$ cat config.mk
export PLATFORM = sky130hd
export DESIGN_NAME = scratchpad_temperature_decode_unit
export DESIGN_NICKNAME = d
export VERILOG_FILES = /design/src/hdl/sptd_pkg.sv /design/src/hdl/sptd_front.sv /design/src/hdl/sptd_queue.sv /design/src/hdl/sptd_back.sv /design/src/hdl/scratchpad_temperature_decode_unit.sv
export SDC_FILE = /design/constraint.sdc
export NUM_CORES = 2
export LEC_CHECK = 0
export BUFFER_PORTS_ARGS = -buffer_cell sky130_fd_sc_hd__clkbuf_2
export CORE_MARGIN = 3
export CORE_UTILIZATION = 55
export DETAILED_ROUTE_END_ITERATION = 6
export GPL_TIMING_DRIVEN = 0
export HOLD_SLACK_MARGIN = 0.15
export PLACE_DENSITY = 0.74
export SETUP_SLACK_MARGIN = 0.5
export SYNTH_ARGS = -nofsm -noshare
export SYNTH_HDL_FRONTEND = slang
export SYNTH_HIERARCHICAL = 1
export SYNTH_SLANG_ARGS = --single-unit
$ cat constraint.sdc
create_clock -name clock -period 39.1 [get_ports clock]
set_clock_uncertainty 0.05 [all_clocks]
set_input_delay 7.82 -clock clock [delete_from_list [all_inputs] [get_ports clock]]
set_output_delay 7.82 -clock clock [all_outputs]
set_load 0.02 [all_outputs]
$ cat src/hdl/sptd_pkg.sv
// Shared types, constants and the CRC-8 column table for the scratchpad decode unit.
package sptd_pkg;

   localparam int BYTE_W      = 8;
   localparam int PAD_BYTES   = 8;
   localparam int MSG_W       = BYTE_W * PAD_BYTES;
   localparam int TEMP_W      = 16;
   localparam int RES_W       = 4;
   localparam int DIV_W       = 8;
   localparam int NUM_W       = 15;
   localparam int QUEUE_DEPTH = 4;
   localparam int QPTR_W      = $clog2(QUEUE_DEPTH);
   localparam int QCNT_W      = $clog2(QUEUE_DEPTH + 1);
   localparam int REQ_DATA_W  = 72;
   localparam int REQ_USER_W  = 9;
   localparam int RSP_DATA_W  = 24;
   localparam int RSP_USER_W  = 2;
   localparam int CSR_INDEX_W = 1;
   localparam int CSR_DATA_W  = 16;

   localparam logic [BYTE_W-1:0] CRC_POLY        = 8'h8C;
   localparam logic [TEMP_W-1:0] HALF_DEG_MASK   = 16'hFFF0;
   localparam logic [TEMP_W-1:0] LEGACY_OFFSET   = 16'd16;
   localparam logic [BYTE_W-1:0] LEGACY_RESET    = 8'd16;
   localparam logic [TEMP_W-1:0] DISCONN_RESET   = 16'hE480;
   localparam logic [BYTE_W-1:0] RES_9_CODE      = 8'h1F;
   localparam logic [BYTE_W-1:0] RES_10_CODE     = 8'h3F;
   localparam logic [BYTE_W-1:0] RES_11_CODE     = 8'h5F;
   localparam logic [BYTE_W-1:0] RES_12_CODE     = 8'h7F;
   localparam logic [RES_W-1:0]  RES_9           = 4'd9;
   localparam logic [RES_W-1:0]  RES_10          = 4'd10;
   localparam logic [RES_W-1:0]  RES_11          = 4'd11;
   localparam logic [RES_W-1:0]  RES_12          = 4'd12;
   localparam logic [RES_W-1:0]  RES_UNKNOWN     = 4'd0;

   typedef enum logic [CSR_INDEX_W-1:0] {
      CSR_LEGACY_FAMILY = 1'b0,
      CSR_DISCONNECTED  = 1'b1
   } csr_index_type;

   // classified item handed from front to back
   typedef struct packed {
      logic              connected;
      logic              div_fault;
      logic              use_quot;
      logic              neg;
      logic [RES_W-1:0]  resolution;
      logic [TEMP_W-1:0] temp_base;
      logic [NUM_W-1:0]  num;
      logic [DIV_W-1:0]  divisor;
   } fe_item_type;

   typedef struct packed {
      fe_item_type       item;
      logic [DIV_W-1:0]  rem;
      logic [NUM_W-1:0]  quot;
   } div_stage_type;

   typedef struct packed {
      logic              full;
      logic              not_empty;
      logic [QCNT_W-1:0] count;
   } queue_status_type;

   typedef logic [MSG_W-1:0][BYTE_W-1:0] crc_cols_type;

   // CRC of a message with only bit j set; the CRC is linear with zero seed
   function automatic crc_cols_type crc_columns();
      crc_cols_type cols;
      logic [BYTE_W-1:0] crc;
      logic [BYTE_W-1:0] v;
      logic mix;
      for (int j = 0; j < MSG_W; j++) begin
         crc = '0;
         for (int i = 0; i < PAD_BYTES; i++) begin
            v = (i == j / BYTE_W) ? (BYTE_W'(1) << (j % BYTE_W)) : '0;
            for (int b = 0; b < BYTE_W; b++) begin
               mix = crc[0] ^ v[0];
               crc = crc >> 1;
               if (mix) crc = crc ^ CRC_POLY;
               v = v >> 1;
            end
         end
         cols[j] = crc;
      end
      return cols;
   endfunction

   localparam crc_cols_type CRC_COLS = crc_columns();

   // XOR of the columns of all set bits, a flat reduction tree
   function automatic logic [BYTE_W-1:0] crc8_parallel(logic [MSG_W-1:0] msg);
      logic [BYTE_W-1:0] crc;
      crc = '0;
      for (int j = 0; j < MSG_W; j++) begin
         crc = crc ^ (msg[j] ? CRC_COLS[j] : '0);
      end
      return crc;
   endfunction

endpackage

$ cat src/hdl/sptd_front.sv
// Front end: configuration registers, CRC check and classification of each scratchpad.
module sptd_front import sptd_pkg::*; (
   input  logic                   clock,
   input  logic                   reset,
   input  logic                   req_tvalid,
   output logic                   req_tready,
   input  logic [REQ_DATA_W-1:0]  req_tdata,
   input  logic [REQ_USER_W-1:0]  req_tuser,
   input  logic                   csr_valid,
   output logic                   csr_ready,
   input  logic [CSR_INDEX_W-1:0] csr_index,
   input  logic [CSR_DATA_W-1:0]  csr_data,
   output logic                   push,
   output fe_item_type            push_item,
   input  logic                   queue_full
);

   logic [BYTE_W-1:0] legacy_code_ff, legacy_code_in;
   logic [TEMP_W-1:0] disconn_ff, disconn_in;
   logic              valid_ff, valid_in;
   fe_item_type       item_ff, item_in;

   logic              read_ok;
   logic [BYTE_W-1:0] family;
   logic [BYTE_W-1:0] lsb, msb, cfg_byte, remain, per, crc_rx;
   logic              legacy, crc_ok, connected;
   logic [TEMP_W-1:0] temp_std, temp_leg;
   logic [DIV_W:0]    diff;
   logic [DIV_W-1:0]  mag;
   logic [RES_W-1:0]  res_cfg;
   logic              advance;

   assign csr_ready = 1'b1;

   always_comb begin
      legacy_code_in = legacy_code_ff;
      disconn_in     = disconn_ff;
      if (csr_valid) begin
         unique case (csr_index_type'(csr_index))
            CSR_LEGACY_FAMILY: legacy_code_in = csr_data[BYTE_W-1:0];
            CSR_DISCONNECTED:  disconn_in     = csr_data;
            default:           ;
         endcase
      end
   end

   assign read_ok  = req_tuser[0];
   assign family   = req_tuser[8:1];
   assign lsb      = req_tdata[7:0];
   assign msb      = req_tdata[15:8];
   assign cfg_byte = req_tdata[39:32];
   assign remain   = req_tdata[55:48];
   assign per      = req_tdata[63:56];
   assign crc_rx   = req_tdata[71:64];

   assign legacy    = (family == legacy_code_ff);
   assign crc_ok    = (crc8_parallel(req_tdata[MSG_W-1:0]) == crc_rx);
   assign connected = read_ok && crc_ok;

   assign temp_std = {msb[4:0], lsb, 3'b000};
   // drop the half-degree bit, scale up, then take off an eighth of a degree
   assign temp_leg = {temp_std[12:4], 4'b0000, 3'b000} - LEGACY_OFFSET;

   assign diff = {1'b0, per} - {1'b0, remain};
   assign mag  = diff[DIV_W] ? DIV_W'(-diff) : diff[DIV_W-1:0];

   always_comb begin
      unique case (cfg_byte)
         RES_12_CODE: res_cfg = RES_12;
         RES_11_CODE: res_cfg = RES_11;
         RES_10_CODE: res_cfg = RES_10;
         RES_9_CODE:  res_cfg = RES_9;
         default:     res_cfg = RES_UNKNOWN;
      endcase
   end

   always_comb begin
      item_in.connected  = connected;
      item_in.div_fault  = connected && legacy && (per == '0);
      item_in.use_quot   = connected && legacy && (per != '0);
      item_in.neg        = diff[DIV_W];
      item_in.resolution = legacy ? RES_12 : (connected ? res_cfg : RES_UNKNOWN);
      item_in.temp_base  = !connected ? disconn_ff : (legacy ? temp_leg : temp_std);
      item_in.num        = {mag, 7'b0000000};
      item_in.divisor    = per;
   end

   assign advance    = !valid_ff || !queue_full;
   assign req_tready = advance;
   assign valid_in   = advance ? req_tvalid : valid_ff;
   assign push       = valid_ff && !queue_full;
   assign push_item  = item_ff;

   always_ff @(posedge clock) begin
      if (reset) begin
         legacy_code_ff <= LEGACY_RESET;
         disconn_ff     <= DISCONN_RESET;
         valid_ff       <= 1'b0;
      end else begin
         legacy_code_ff <= legacy_code_in;
         disconn_ff     <= disconn_in;
         valid_ff       <= valid_in;
      end
   end

   always_ff @(posedge clock) begin
      if (advance && req_tvalid) item_ff <= item_in;
   end

endmodule

$ cat src/hdl/sptd_queue.sv
// Short queue of classified items between front and back end.
module sptd_queue import sptd_pkg::*; (
   input  logic             clock,
   input  logic             reset,
   input  logic             push,
   input  fe_item_type      push_item,
   input  logic             pop,
   output fe_item_type      head_item,
   output queue_status_type status
);

   fe_item_type       entry_ff [QUEUE_DEPTH];
   logic [QPTR_W-1:0] wr_ptr_ff, wr_ptr_in;
   logic [QPTR_W-1:0] rd_ptr_ff, rd_ptr_in;
   logic [QCNT_W-1:0] count_ff, count_in;
   logic              do_push, do_pop;

   assign status.full      = (count_ff == QCNT_W'(QUEUE_DEPTH));
   assign status.not_empty = (count_ff != '0);
   assign status.count     = count_ff;
   assign head_item        = entry_ff[rd_ptr_ff];

   assign do_push = push && !status.full;
   assign do_pop  = pop && status.not_empty;

   always_comb begin
      wr_ptr_in = do_push ? QPTR_W'(wr_ptr_ff + 1'b1) : wr_ptr_ff;
      rd_ptr_in = do_pop  ? QPTR_W'(rd_ptr_ff + 1'b1) : rd_ptr_ff;
      count_in  = count_ff;
      if (do_push && !do_pop) count_in = QCNT_W'(count_ff + 1'b1);
      else if (do_pop && !do_push) count_in = QCNT_W'(count_ff - 1'b1);
   end

   always_ff @(posedge clock) begin
      if (reset) begin
         wr_ptr_ff <= '0;
         rd_ptr_ff <= '0;
         count_ff  <= '0;
      end else begin
         wr_ptr_ff <= wr_ptr_in;
         rd_ptr_ff <= rd_ptr_in;
         count_ff  <= count_in;
      end
   end

   always_ff @(posedge clock) begin
      if (do_push) entry_ff[wr_ptr_ff] <= push_item;
   end

endmodule

$ cat src/hdl/sptd_back.sv
// Back end: pipelined restoring divider for the legacy extension and the result register.
module sptd_back import sptd_pkg::*; (
   input  logic                  clock,
   input  logic                  reset,
   input  logic                  head_valid,
   input  fe_item_type           head_item,
   output logic                  pop,
   output logic                  rsp_tvalid,
   input  logic                  rsp_tready,
   output logic [RSP_DATA_W-1:0] rsp_tdata,
   output logic [RSP_USER_W-1:0] rsp_tuser
);

   div_stage_type     stage_ff [NUM_W];
   div_stage_type     stage_in [NUM_W];
   logic              valid_ff [NUM_W];
   logic              out_valid_ff, out_valid_in;
   logic [TEMP_W-1:0] temp_ff, temp_in;
   logic              conn_ff, fault_ff;
   logic [RES_W-1:0]  res_ff;
   logic              advance;
   div_stage_type     last;
   logic [TEMP_W-1:0] quot_s;

   // one global stall: every stage moves when the result register can take an item
   assign advance = !out_valid_ff || rsp_tready;
   assign pop     = advance && head_valid;

   // stage s settles quotient bit NUM_W-1-s
   always_comb begin
      div_stage_type src;
      logic [DIV_W:0] trial;
      for (int s = 0; s < NUM_W; s++) begin
         if (s == 0) begin
            src.item = head_item;
            src.rem  = '0;
            src.quot = '0;
         end else begin
            src = stage_ff[s-1];
         end
         trial       = {src.rem, src.item.num[NUM_W-1-s]};
         stage_in[s] = src;
         if (trial >= {1'b0, src.item.divisor}) begin
            stage_in[s].rem                = DIV_W'(trial - {1'b0, src.item.divisor});
            stage_in[s].quot[NUM_W-1-s]    = 1'b1;
         end else begin
            stage_in[s].rem = trial[DIV_W-1:0];
         end
      end
   end

   assign last   = stage_ff[NUM_W-1];
   assign quot_s = last.item.neg ? TEMP_W'(-{1'b0, last.quot}) : TEMP_W'({1'b0, last.quot});
   assign temp_in = last.item.use_quot ? TEMP_W'(last.item.temp_base + quot_s)
                                       : last.item.temp_base;
   assign out_valid_in = advance ? valid_ff[NUM_W-1] : out_valid_ff;

   always_ff @(posedge clock) begin
      if (reset) begin
         for (int s = 0; s < NUM_W; s++) valid_ff[s] <= 1'b0;
         out_valid_ff <= 1'b0;
      end else begin
         out_valid_ff <= out_valid_in;
         if (advance) begin
            valid_ff[0] <= head_valid;
            for (int s = 1; s < NUM_W; s++) valid_ff[s] <= valid_ff[s-1];
         end
      end
   end

   always_ff @(posedge clock) begin
      if (advance) begin
         for (int s = 0; s < NUM_W; s++) stage_ff[s] <= stage_in[s];
         temp_ff  <= temp_in;
         conn_ff  <= last.item.connected;
         fault_ff <= last.item.div_fault;
         res_ff   <= last.item.resolution;
      end
   end

   assign rsp_tvalid = out_valid_ff;
   assign rsp_tdata  = {4'b0000, res_ff, temp_ff};
   assign rsp_tuser  = {fault_ff, conn_ff};

endmodule

$ cat src/hdl/scratchpad_temperature_decode_unit.sv
// Top level of the scratchpad temperature decode unit.
//
// Usage: one item on req_ is a full nine-byte scratchpad plus the bus read
// status and the family code; each item gives exactly one item on rsp_.
// The csr_ channel writes register 0 (legacy family code, reset 16) and
// register 1 (disconnected temperature code, reset -7040); it is always
// ready and should only be written while the unit is empty.
// Path from req_ accept to rsp_tvalid with no stall: the classified item
// is registered at the accept edge, then passes through the queue, the
// fifteen divider stages (one quotient bit per stage) and the result
// register.
// Throughput: one item per cycle while no result waits on rsp_tready; the
// divider pipeline and the 4-entry queue each take an item every cycle.
// If rsp_tready is low while a result waits, the result register holds and
// the divider pipeline freezes; the queue and the front register then take
// up to five more items before req_tready falls.
// Synchronous reset empties the pipeline and queue and restores both
// configuration registers.
module scratchpad_temperature_decode_unit import sptd_pkg::*; (
   input  logic                   clock,
   input  logic                   reset,
   input  logic                   req_tvalid,
   output logic                   req_tready,
   // [7:0] byte 0 (temperature low), [15:8] byte 1 (temperature high), ...
   // [63:56] count_per_degree, [71:64] crc_byte
   input  logic [REQ_DATA_W-1:0]  req_tdata,
   // [0] read_ok, [8:1] family_code
   input  logic [REQ_USER_W-1:0]  req_tuser,
   output logic                   rsp_tvalid,
   input  logic                   rsp_tready,
   // [15:0] temp_raw, [19:16] resolution, [23:20] zero
   output logic [RSP_DATA_W-1:0]  rsp_tdata,
   // [0] connected, [1] div_fault
   output logic [RSP_USER_W-1:0]  rsp_tuser,
   input  logic                   csr_valid,
   output logic                   csr_ready,
   input  logic [CSR_INDEX_W-1:0] csr_index,
   input  logic [CSR_DATA_W-1:0]  csr_data
);

   logic             push, pop;
   fe_item_type      push_item, head_item;
   queue_status_type q_status;

   sptd_front u_front (
      .clock      (clock),
      .reset      (reset),
      .req_tvalid (req_tvalid),
      .req_tready (req_tready),
      .req_tdata  (req_tdata),
      .req_tuser  (req_tuser),
      .csr_valid  (csr_valid),
      .csr_ready  (csr_ready),
      .csr_index  (csr_index),
      .csr_data   (csr_data),
      .push       (push),
      .push_item  (push_item),
      .queue_full (q_status.full)
   );

   sptd_queue u_queue (
      .clock     (clock),
      .reset     (reset),
      .push      (push),
      .push_item (push_item),
      .pop       (pop),
      .head_item (head_item),
      .status    (q_status)
   );

   sptd_back u_back (
      .clock      (clock),
      .reset      (reset),
      .head_valid (q_status.not_empty),
      .head_item  (head_item),
      .pop        (pop),
      .rsp_tvalid (rsp_tvalid),
      .rsp_tready (rsp_tready),
      .rsp_tdata  (rsp_tdata),
      .rsp_tuser  (rsp_tuser)
   );

   // a divide fault only arises on a connected legacy read
   a_fault_connected: assert property (@(posedge clock) disable iff (reset)
      rsp_tvalid && rsp_tuser[1] |-> rsp_tuser[0])
      else $error("div_fault without connected");

   a_res_legal: assert property (@(posedge clock) disable iff (reset)
      rsp_tvalid |-> (rsp_tdata[19:16] == RES_UNKNOWN) || (rsp_tdata[19:16] == RES_9) ||
                     (rsp_tdata[19:16] == RES_10) || (rsp_tdata[19:16] == RES_11) ||
                     (rsp_tdata[19:16] == RES_12))
      else $error("illegal resolution code");

   a_queue_bound: assert property (@(posedge clock) disable iff (reset)
      q_status.count <= QCNT_W'(QUEUE_DEPTH))
      else $error("queue count beyond depth");

   a_reset_empty: assert property (@(posedge clock)
      $past(reset) && !reset |-> !rsp_tvalid && !q_status.not_empty)
      else $error("output or queue not empty after reset");

endmodule
==> results.toml <==
[final_layout]
n_antenna_cell = 0
stdcell_count = 4099
ff_latch_area_sq_mm = 0.0330
multi_input_area_sq_mm = 0.0109
final_core_util = 0.627
fin_nets = 3222
final_layout_size_suffix_gt1_frac = 0.153
area_growth_pct = 12.7
stdcell_area_sq_mm = 0.0506
num-fill-cells = 5498

[setup_path]
arrival_ps = 10710
start_kind = "primary input"
timing.rr.end = "u_back/temp_ff[15]"
reg2regPathDepth = 12
end_kind = "flop"
cp_max_fo = 10
crit_start = "req_tdata[41]"
rrSetupSlack_ps = 35250
criticalPathCategory = "in2reg"
cp.required_ps = 39440
r2r-start = "u_back/stage_ff[1][424]"

[synth]
synth_adder_area_share = 0.0487
synth.yosys.seq_area_share = 0.734
ys_warn_count = 6
synth_edf_count = 1074
synth_compound_area_frac = 0.0514
syn_inst = 2707
synth-simple-area-share = 0.0511
synth_top_family_by_area = "compound AO/OA/AOI/OAI gates"
avgSynthCellArea_sq_um = 16.6
synth_ff_type = "edfxtp_1"
yosys.area_share.xor_xnor = 0.0474
synth.mux.area_fraction = 0.0433
netlist_area_sq_mm = 0.0449
synth-async-reset-ratio = 0
ys_ff_latch = 1109
yosysUniqueCellTypes = 65

[worst_hold_path]
min_from = "u_back/stage_ff[0][397]"
min_path_cells = 0
hold-path-endpoint = "u_back/stage_ff[0][467]"
min_path_type = "reg2reg"

[floorplan]
top_level_ports = 132
start_util = 0.556
fp.dieH_microns = 292
die-area_sq_mm = 0.0851
rows = 104
core_area_sq_mm = 0.0807
die_w_microns = 292

[sta]
max_slew_margin = 0.370
fin_ws_ps = 28730
setup_viol = 0
final_hold_viol_count = 0
fin_crit_sh = 0.265
worst-slew-pin-transition_ps = 945
fin_setup_tns_ps = 0
period_needed_ps = 10370
clock.fmax_ghz = 0.0964
final_max_slew_viol_count = 0
grt_setup_unrepaired = "false"

[drt]
drt_first_pass_iters = 6
drt-initial-drc-count = 1483
antenna_left = 0
routedWlPerCell_microns = 17.6
routed_wl_microns = 72100
viasPerCell = 5.39
dr_total_vias = 22111
drt_drc_violations_left = 0

[clock_tree]
cts_resized = 0
htree_num_levels = 3
clockBufferDepth = 3
clock-root-buffer = "clkbuf_16"
clock_latency_ps = 650
cts.sinks = 1109
numCtsBuffers = 104
post_cts_buffers = 0
clkTransAtPathRegs_ps = 60
hold_buffers = 0
cts_tree = "yes"

[global_routing]
grt_pass1_vias = 23342
grt-ovfl-total = 0
grtUsageTotal = 0.170
grt_pass1_wl_microns = 117000
grt_max_degree = 151
antenna_found_initial = 0

[place]
numPortBuffers = 122
gp_congestion = 0.883
dpl-instance-area_sq_mm = 0.0471
placedCellCount = 3908
hpwl_microns = 45300
place_ws_ps = 28030

[power]
leakage_nw = 19.3
power.density_mw_per_mm2 = 77.3
vdd_drop_max_mv = 0.0405

[run]
maxCapViolCount = 0

[run_status]
status = "completed"
[Yosys cell counts, types with 16 or more instances]
cell type  count  share of area
a211oi_1      26         0.0043
a21boi_0      35         0.0059
a21o_1        20         0.0033
a21oi_1      123          0.014
and2_1        24         0.0033
clkbuf_1      25         0.0021
dfxtp_1       35          0.016
edfxtp_1    1074           0.72
fa_1          16         0.0071
ha_1         149          0.042
inv_1        188          0.016
mux2_2        55          0.014
mux4_2        47          0.024
nand2_1      100         0.0084
nand2b_1      59         0.0082
nor2_1       136          0.011
nor2b_1       25         0.0035
o21a_1        25         0.0042
o21ai_0       97          0.011
xnor2_1      174          0.034
xor2_1        53          0.010
[how the worst max path moves through the flow]
stage	end	slack [ps]
after global routing	u_back/stage_ff[1][309]	28540
after floorplan	u_queue/count_ff[2]	12640
final	u_front/push_item[29]	28730
after detailed placement	u_front/push_item[30]	28030
after CTS	u_front/push_item[29]	28750
after global placement	u_queue/count_ff[2]	7550
[metal layers]
layer  wire [microns]  share of wire  track usage
met1            27500           0.38        0.195
met2            39200           0.54        0.321
met3             2920          0.040       0.0296
met4             2390          0.033       0.0616
met5                0              0            0
[cells by family after synthesis]
family	count (synthesis)
AND/OR/NAND/NOR	449
flip-flops	1109
XOR/XNOR	234
multiplexers	124
adder cells (fa/ha/maj)	165
buffers and inverters	245
AO/OA/AOI/OAI	378
other	3
[stage by stage]
stage | hold WS, ps | total power [mW]
final | 359 | 3.91
after global routing | 369 | 4.13
after CTS | 355 | 3.94
after detailed placement | 355 | 2.89
after global placement | 350 | 2.82
after floorplan | 350 | 2.63
[sequential cells by signal (all words and copies together) (netlist names), named ones only]
register and count:
u_back/valid_ff 15, u_queue/entry_ff 188, u_front/push_item 40, u_back/fault_ff 1, u_front/valid_ff 1, u_queue/wr_ptr_ff 2
u_front/disconn_ff 16, u_back/rsp_tvalid 1, u_front/legacy_code_ff 8, u_back/res_ff 4, u_queue/rd_ptr_ff 2, u_back/stage_ff 809
u_back/conn_ff 1, u_back/temp_ff 16, u_queue/count_ff 3
[critical path: stages]
cell and delay, ps:
clkbuf_2 150, xor2_1 190, xnor2_1 360, xnor2_1 170
xnor3_1 420, nor2_1 150, mux2i_1 80, or3_1 380
a2111o_1 470, buf_6 200, mux2_4 310
[where the power goes]
group | leakage, nW | total [mW] | switching [mW] | internal [mW]
Clock | 1.68 | 1.02 | 0.419 | 0.596
Combinational | 6.11 | 1.03 | 0.543 | 0.483
Sequential | 11.5 | 1.87 | 0.130 | 1.74
[cells in the final DEF (no fill, tap or decap), types with 19 or more instances in the layout]
master and count:
a21oi_1 123, clkbuf_16 105, a21boi_0 35, nand2b_1 59, o21a_1 25, edfxtp_1 1074
ha_1 149, nor2_1 136, mux4_2 47, nand2_1 100, a21o_1 20, dfxtp_1 35
clkbuf_1 41, a211oi_1 26, o21ai_0 97, xor2_1 53, clkinv_1 23, nor2b_1 25
mux2_2 55, inv_1 187, clkbuf_2 122, and2_1 19, xnor2_1 174
[cell type report]
cell class                      instances  area share
Multi-Input combinational cell       1362       0.216
Clock inverter                         68      0.0152
Sequential cell                      1109       0.651
Inverter                              188      0.0141
Tap cell                             1060      0.0262
Clock buffer                          123      0.0537
Buffer                                 57     0.00702
Timing Repair Buffer                  132      0.0168
(Power assumes the default switching activity.)
